$ cat config.mk
export PLATFORM = sky130hd
export DESIGN_NAME = crc32_write_readback_verifier
export DESIGN_NICKNAME = d
export VERILOG_FILES = /design/src/rtl/crc32_wrv_pkg.sv /design/src/rtl/crc32_write_readback_verifier.sv
export SDC_FILE = /design/constraint.sdc
export NUM_CORES = 1
export LEC_CHECK = 0
export BUFFER_PORTS_ARGS = -buffer_cell sky130_fd_sc_hd__buf_2
export CORE_UTILIZATION = 30
export CTS_CLUSTER_DIAMETER = 30
export DETAILED_ROUTE_END_ITERATION = 6
export HOLD_SLACK_MARGIN = 0.1
export PLACE_DENSITY = 0.48
export SYNTH_ARGS = -nofsm -noshare
export SYNTH_HDL_FRONTEND = slang
export SYNTH_SLANG_ARGS = --single-unit
$ cat constraint.sdc
create_clock -name clk -period 6.5 [get_ports clk]
set_clock_uncertainty 0.2 [all_clocks]
set_input_delay 0.975 -clock clk [delete_from_list [all_inputs] [get_ports clk]]
set_output_delay 0.975 -clock clk [all_outputs]
set_load 0.02 [all_outputs]
$ cat src/rtl/crc32_wrv_pkg.sv
// package for the crc-32 write/readback verifier: types, constants, crc update
package crc32_wrv_pkg;

    localparam int COUNT_WIDTH = 32;

    localparam logic [31:0] CRC_POLY = 32'hEDB88320;
    localparam logic [31:0] CRC_ONES = 32'hFFFFFFFF;

    typedef logic [COUNT_WIDTH-1:0] count_t;

    localparam count_t COUNT_MAX = '1;

    typedef enum logic [1:0] {
        OP_RESTART  = 2'd0,
        OP_WRITE    = 2'd1,
        OP_READBACK = 2'd2,
        OP_VERIFY   = 2'd3
    } op_t;

    typedef struct packed {
        op_t        op;
        logic [7:0] data_byte;
        logic       read_error;
    } in_item_t;

    typedef struct packed {
        logic [31:0] write_crc_value;
        logic [31:0] write_byte_count;
        logic        verify_done;
        logic        verify_ok;
    } out_item_t;

    // one byte through the reflected crc-32, lsb first
    function automatic logic [31:0] crc_byte(input logic [31:0] crc_in,
                                             input logic [7:0]  byte_in);
        logic [31:0] crc;
        crc = crc_in ^ {24'd0, byte_in};
        for (int i = 0; i < 8; i++) begin
            crc = crc[0] ? ((crc >> 1) ^ CRC_POLY) : (crc >> 1);
        end
        return crc;
    endfunction

    function automatic count_t count_up(input count_t count);
        return (count == COUNT_MAX) ? count : count + count_t'(1);
    endfunction

endpackage

$ cat src/rtl/crc32_write_readback_verifier.sv
// top level of the crc-32 write/readback verifier
// Takes one item per clock while in_ready is high and gives exactly one
// result item for each. An accepted item sits in an input register, where
// the byte-wide crc-32 update, the saturating counters and the verify
// compare run, until the output queue has room; its result is then written
// from there into a two-entry output queue, whose count drives out_valid.
// The queue lets a new item be taken while one result waits; with out_ready
// held high the sustained rate is one item per cycle, and in_ready falls
// only when both queue entries hold untaken results and the input register
// holds a third item. Restart clears both accumulators, verify clears only
// the readback accumulator.
module crc32_write_readback_verifier
    import crc32_wrv_pkg::*;
(
    input  logic      clk,
    input  logic      rst_n,
    input  logic      in_valid,
    output logic      in_ready,
    input  in_item_t  in_item,
    output logic      out_valid,
    input  logic      out_ready,
    output out_item_t out_item
);

    logic        in_valid_reg;
    in_item_t    in_item_reg;

    logic [31:0] write_crc_reg,   write_crc_next;
    count_t      written_cnt_reg, written_cnt_next;
    logic [31:0] check_crc_reg,   check_crc_next;
    count_t      check_cnt_reg,   check_cnt_next;

    out_item_t   q_reg [2];
    logic        rd_ptr_reg, rd_ptr_next;
    logic        wr_ptr_reg, wr_ptr_next;
    logic [1:0]  q_cnt_reg,  q_cnt_next;

    logic        advance;
    logic        pop;
    out_item_t   result;

    assign advance  = in_valid_reg && (q_cnt_reg != 2'd2);
    assign in_ready = !in_valid_reg || advance;
    assign pop      = out_valid && out_ready;

    assign out_valid = (q_cnt_reg != 2'd0);
    assign out_item  = q_reg[rd_ptr_reg];

    // accumulator update for the item in the input register
    always_comb
    begin
        logic ok;
        write_crc_next   = write_crc_reg;
        written_cnt_next = written_cnt_reg;
        check_crc_next   = check_crc_reg;
        check_cnt_next   = check_cnt_reg;
        ok               = 1'b0;
        unique case (in_item_reg.op)
            OP_RESTART:
            begin
                write_crc_next   = CRC_ONES;
                written_cnt_next = '0;
                check_crc_next   = CRC_ONES;
                check_cnt_next   = '0;
            end
            OP_WRITE:
            begin
                write_crc_next   = crc_byte(write_crc_reg, in_item_reg.data_byte);
                written_cnt_next = count_up(written_cnt_reg);
            end
            OP_READBACK:
            begin
                check_crc_next = crc_byte(check_crc_reg, in_item_reg.data_byte);
                check_cnt_next = count_up(check_cnt_reg);
            end
            OP_VERIFY:
            begin
                ok = (check_cnt_reg == written_cnt_reg)
                     && (check_crc_reg == write_crc_reg)
                     && !in_item_reg.read_error;
                check_crc_next = CRC_ONES;
                check_cnt_next = '0;
            end
            default:
            begin
                ok = 1'b0;
            end
        endcase
        result.write_crc_value  = write_crc_next ^ CRC_ONES;
        result.write_byte_count = 32'(written_cnt_next);
        result.verify_done      = (in_item_reg.op == OP_VERIFY);
        result.verify_ok        = ok;
    end

    always_comb
    begin
        rd_ptr_next = pop     ? !rd_ptr_reg : rd_ptr_reg;
        wr_ptr_next = advance ? !wr_ptr_reg : wr_ptr_reg;
        q_cnt_next  = q_cnt_reg + {1'b0, advance} - {1'b0, pop};
    end

    always_ff @(posedge clk or negedge rst_n)
    begin
        if (!rst_n)
        begin
            in_valid_reg    <= 1'b0;
            write_crc_reg   <= CRC_ONES;
            written_cnt_reg <= '0;
            check_crc_reg   <= CRC_ONES;
            check_cnt_reg   <= '0;
            rd_ptr_reg      <= 1'b0;
            wr_ptr_reg      <= 1'b0;
            q_cnt_reg       <= 2'd0;
        end
        else
        begin
            if (in_ready)
            begin
                in_valid_reg <= in_valid;
            end
            if (advance)
            begin
                write_crc_reg   <= write_crc_next;
                written_cnt_reg <= written_cnt_next;
                check_crc_reg   <= check_crc_next;
                check_cnt_reg   <= check_cnt_next;
            end
            rd_ptr_reg <= rd_ptr_next;
            wr_ptr_reg <= wr_ptr_next;
            q_cnt_reg  <= q_cnt_next;
        end
    end

    // payload registers, no reset
    always_ff @(posedge clk)
    begin
        if (in_ready && in_valid)
        begin
            in_item_reg <= in_item;
        end
        if (advance)
        begin
            q_reg[wr_ptr_reg] <= result;
        end
    end

endmodule

==> summary.md <==
| Metric | Value |
|---|---|
| Initial DRC Count | `595` |
| Setup TNS Final | `0 ns` |
| Seq/Total Area, Yosys | `51.56%` |
| Clk root buf | `clkbuf_16` |
| # hold bufs at CTS | `0` |
| GRT Total Usage | `between 10% and 20%` |
| Crit path buffers/inverters | `2` |
| Worst Hold Slack | `about 0.19 ns` |
| Final Hold Fails | `0` |
| Outcome | `completed` |
| Post-synth EDFFs | `roughly 140` |
| # setup viols final | `0` |
| Syn avg cell area | `11.49 sq um` |
| Relative slew slack | `roughly 33%` |
| Total grt overflow | `0` |
| Max-cap violation count | `0` |
| Power Total | `roughly 11000 uW` |
| TritonCTS clock tree | `done` |
| Chip width | `about 230 microns` |
| Max VDD drop | `roughly 0.21 mV` |
| Worst-path maximum fanout | `35` |
| Drt drc | `0` |
| CTS clock-pin slew for the worst setup and hold paths | `0.05 ns` |
| Slowest-stage cell, CP | `dfrtp_2` |
| Worst path cell trace | `buf_4, mux2_2, buf_2` |
| Layout Nets | `1410` |
| Die H | `roughly 230 microns` |
| RSZ-0062 raised after global routing | `no` |
| Top Family by Delay on Critical Path | `flip-flops` |
| Initial core utilization | `30.45%` |
| Req. time, crit path | `between 5 and 6 ns` |
| CTS Buf Count | `68` |
| Ys flop type | `edfxtp_1` |
| IO Port Bufs | `82` |
| Setup Buffers After CTS | `0` |
| Distinct cells, synth | `80` |
| PwrDens | `between 500 and 600 nW/um^2` |
| Fmax | `between 200 and 300 MHz` |
| Clock Sinks | `276` |
| Kind of critical path | `reg -> out` |
| DR vias | `~11000` |
| Slew @ Worst Pin | `about 1 ns` |
| Slew Viols, Final | `0` |
| Antenna diodes | `0` |
| Crit end category | `output port` |
| WP data arrival | `between 2 and 3 ns` |
| Cells after Synth | `1300` |
| Max FFs per register | `132` |
| Largest stage delay, worst path | `between 0.8 and 0.9 ns` |
| Fin crit period | `approximately 3.8 ns` |
| Synth Register Bits | `around 280` |
| Detail Placement HPWL | `about 29 mm` |
| Core area | `~50000 sq um` |
| First-pass iteration count of the detailed router | `5` |
| Fin crit share | `around three fifths` |
| Vias/cell | `5.119` |
| Post-Route WL | `around 43 mm` |
| Setup crit start kind | `flip-flop` |
| Die area | `50690 sq um` |
| Cell taking the most area after synthesis | `edfxtp_1` |
| Async set-reset flop share out of synthesis | `approximately half` |
| Worst-Skew Late Latency | `between 0.5 and 0.6 ns` |
| Ys Warns | `0` |
| Layout cells sized above 1 | `roughly 27%` |
| Final GP Congestion | `0.8897` |
| H-tree lvl count | `3` |
| Min-delay worst type | `in -> async` |
| Area grow syn2layout | `22.32%` |
| Initial antenna violation count | `1` |
| Top cell type's share of synthesized area | `between 20% and 30%` |
| WL per Instance | `approximately 20 microns` |
| Row count | `slightly above 80` |
| Post-route antenna net violation count | `0` |
| Static leakage | `slightly below 0.007 uW` |
| Synth area leaders | `edfxtp_1 29%, dfrtp_1 12%, dfstp_2 11%` |
| First-pass GRT wire length | `~66 mm` |
| # IOs | `83` |
| Mapped Nets | `~1300` |
| Vias in the first global route | `around 11000` |
| CTS max path bufs | `3` |
| Mapped Area | `14940 sq um` |
| PostCTS Resize Cnt | `0` |
| Pin count of the biggest net entering global routing | `77` |
power breakdown:
part	switching [uW]	internal (uW)
logic	2450	1770
registers	415	2610
clock network	1070	2300
per-stage QoR:
stage	setup WS, ns	utilization [%]	cells	cell area, sq um
final	2.722	37.25	2105	18270
after global routing	2.548	37.25	2105	18270
after CTS	2.603	37.25	2105	18270
after detailed placement	2.892	32.57	1981	15970
after global placement	2.955	32.57	1981	15970
after floorplan	1.695	-	1300	14940
cell usage after synthesis (6+ instances only):
| cell type | count |
|---|---|
| clkbuf_1 | 50 |
| a221oi_1 | 6 |
| dfrtp_1 | 69 |
| or4_4 | 6 |
| or4_1 | 11 |
| edfxtp_1 | 143 |
| mux2_2 | 68 |
| nor2b_1 | 17 |
| o22a_1 | 31 |
| o22ai_1 | 12 |
| dfstp_2 | 64 |
| mux2i_1 | 14 |
| buf_2 | 19 |
| a31oi_1 | 20 |
| o21ai_0 | 50 |
| o31ai_1 | 21 |
| nand2_1 | 66 |
| ha_1 | 8 |
| xor2_1 | 48 |
| a21oi_1 | 56 |
| or3_1 | 14 |
| a211oi_1 | 17 |
| xnor2_1 | 118 |
| a22o_1 | 6 |
| buf_1 | 7 |
| nor4_1 | 16 |
| xnor2_2 | 17 |
| inv_1 | 34 |
| and3_1 | 13 |
| and2_1 | 10 |
| nand4_1 | 31 |
| nand3_1 | 41 |
| nor3_1 | 16 |
| nand2b_1 | 14 |
| o311ai_0 | 12 |
| nor2_1 | 70 |
| and4_1 | 9 |
cell usage in the layout, fill, tap and decap left out, drive strengths merged, types with 14 or more instances in the layout:
cell type	count
clkinv	19
o21ai	51
nand2	66
mux2i	14
nand4	33
o31ai	21
edfxtp	143
o22a	31
nor2b	17
dfstp	64
nor3	18
a211oi	18
dfrtp	69
xor2	53
inv	44
buf	94
nand2b	14
or3	14
xnor2	138
nor2	71
or4	17
nor4	19
nand3	42
a21oi	56
clkbuf	84
a31oi	20
mux2	68
worst reg2reg max path: stages, from the launching register on:
cell and delay (ns):
edfxtp_1 0.42, inv_1 0.10, ha_2 0.16, buf_4 0.59, nand4_1 0.62, or4_1 0.56, or4_1 0.46, nand3_1 0.13
o21ai_0 0.12
final cells by class:
type	count	area [sq um]
multi-input combinational	912	6802
clock buffer	84	1854
clock inverter	40	444.2
inverter	35	131.4
timing repair buffer	94	506.7
sequential	276	7704
fill	4830	30780
tap	664	830.8
cell families (layout without fill, tap and decap cells):
group                      Yosys count  count (layout)  synth area share, %
and+or+nand+nor                    355             355                13.07
DFF                                276             276                51.56
AOI/OAI and AO/OA                  274             274                12.58
xor gates and xnor gates           193             193                13.06
buffers and inverters              112             253                2.999
muxes                               82              82                6.064
adders and majority gates            8               8               0.6701
per-layer routing:
metal  GRT usage (%)  part of all wire, %
met4           7.351                  2.9
met5               0                0.023
met3           2.934                  5.2
met2           25.43                   43
met1           24.59                   49
path summary, 6_finish.rpt:
check / startpoint / end / slack, ns / cells past startpoint
worst max-delay path: rd_ptr_reg$_DFFE_PN0P_ / out_item[46] / 2.72 / 3
worst min-delay path: rst_n / written_cnt_reg[7]$_DFFE_PN0P_ / 0.19 / 1
worst max register to register: in_item_reg[10]$_DFFE_PP_ / q_reg[1][33]$_DFFE_PP_ / 2.88 / 8
worst min register to register: check_crc_reg[24]$_DFFE_PN1P_ / check_crc_reg[24]$_DFFE_PN1P_ / 0.30 / 2
max in group asynchronous: rst_n / rd_ptr_reg$_DFFE_PN0P_ / 4.39 / 2
min in group clk: check_crc_reg[24]$_DFFE_PN1P_ / check_crc_reg[24]$_DFFE_PN1P_ / 0.30 / 2
(Power assumes the default switching activity.)
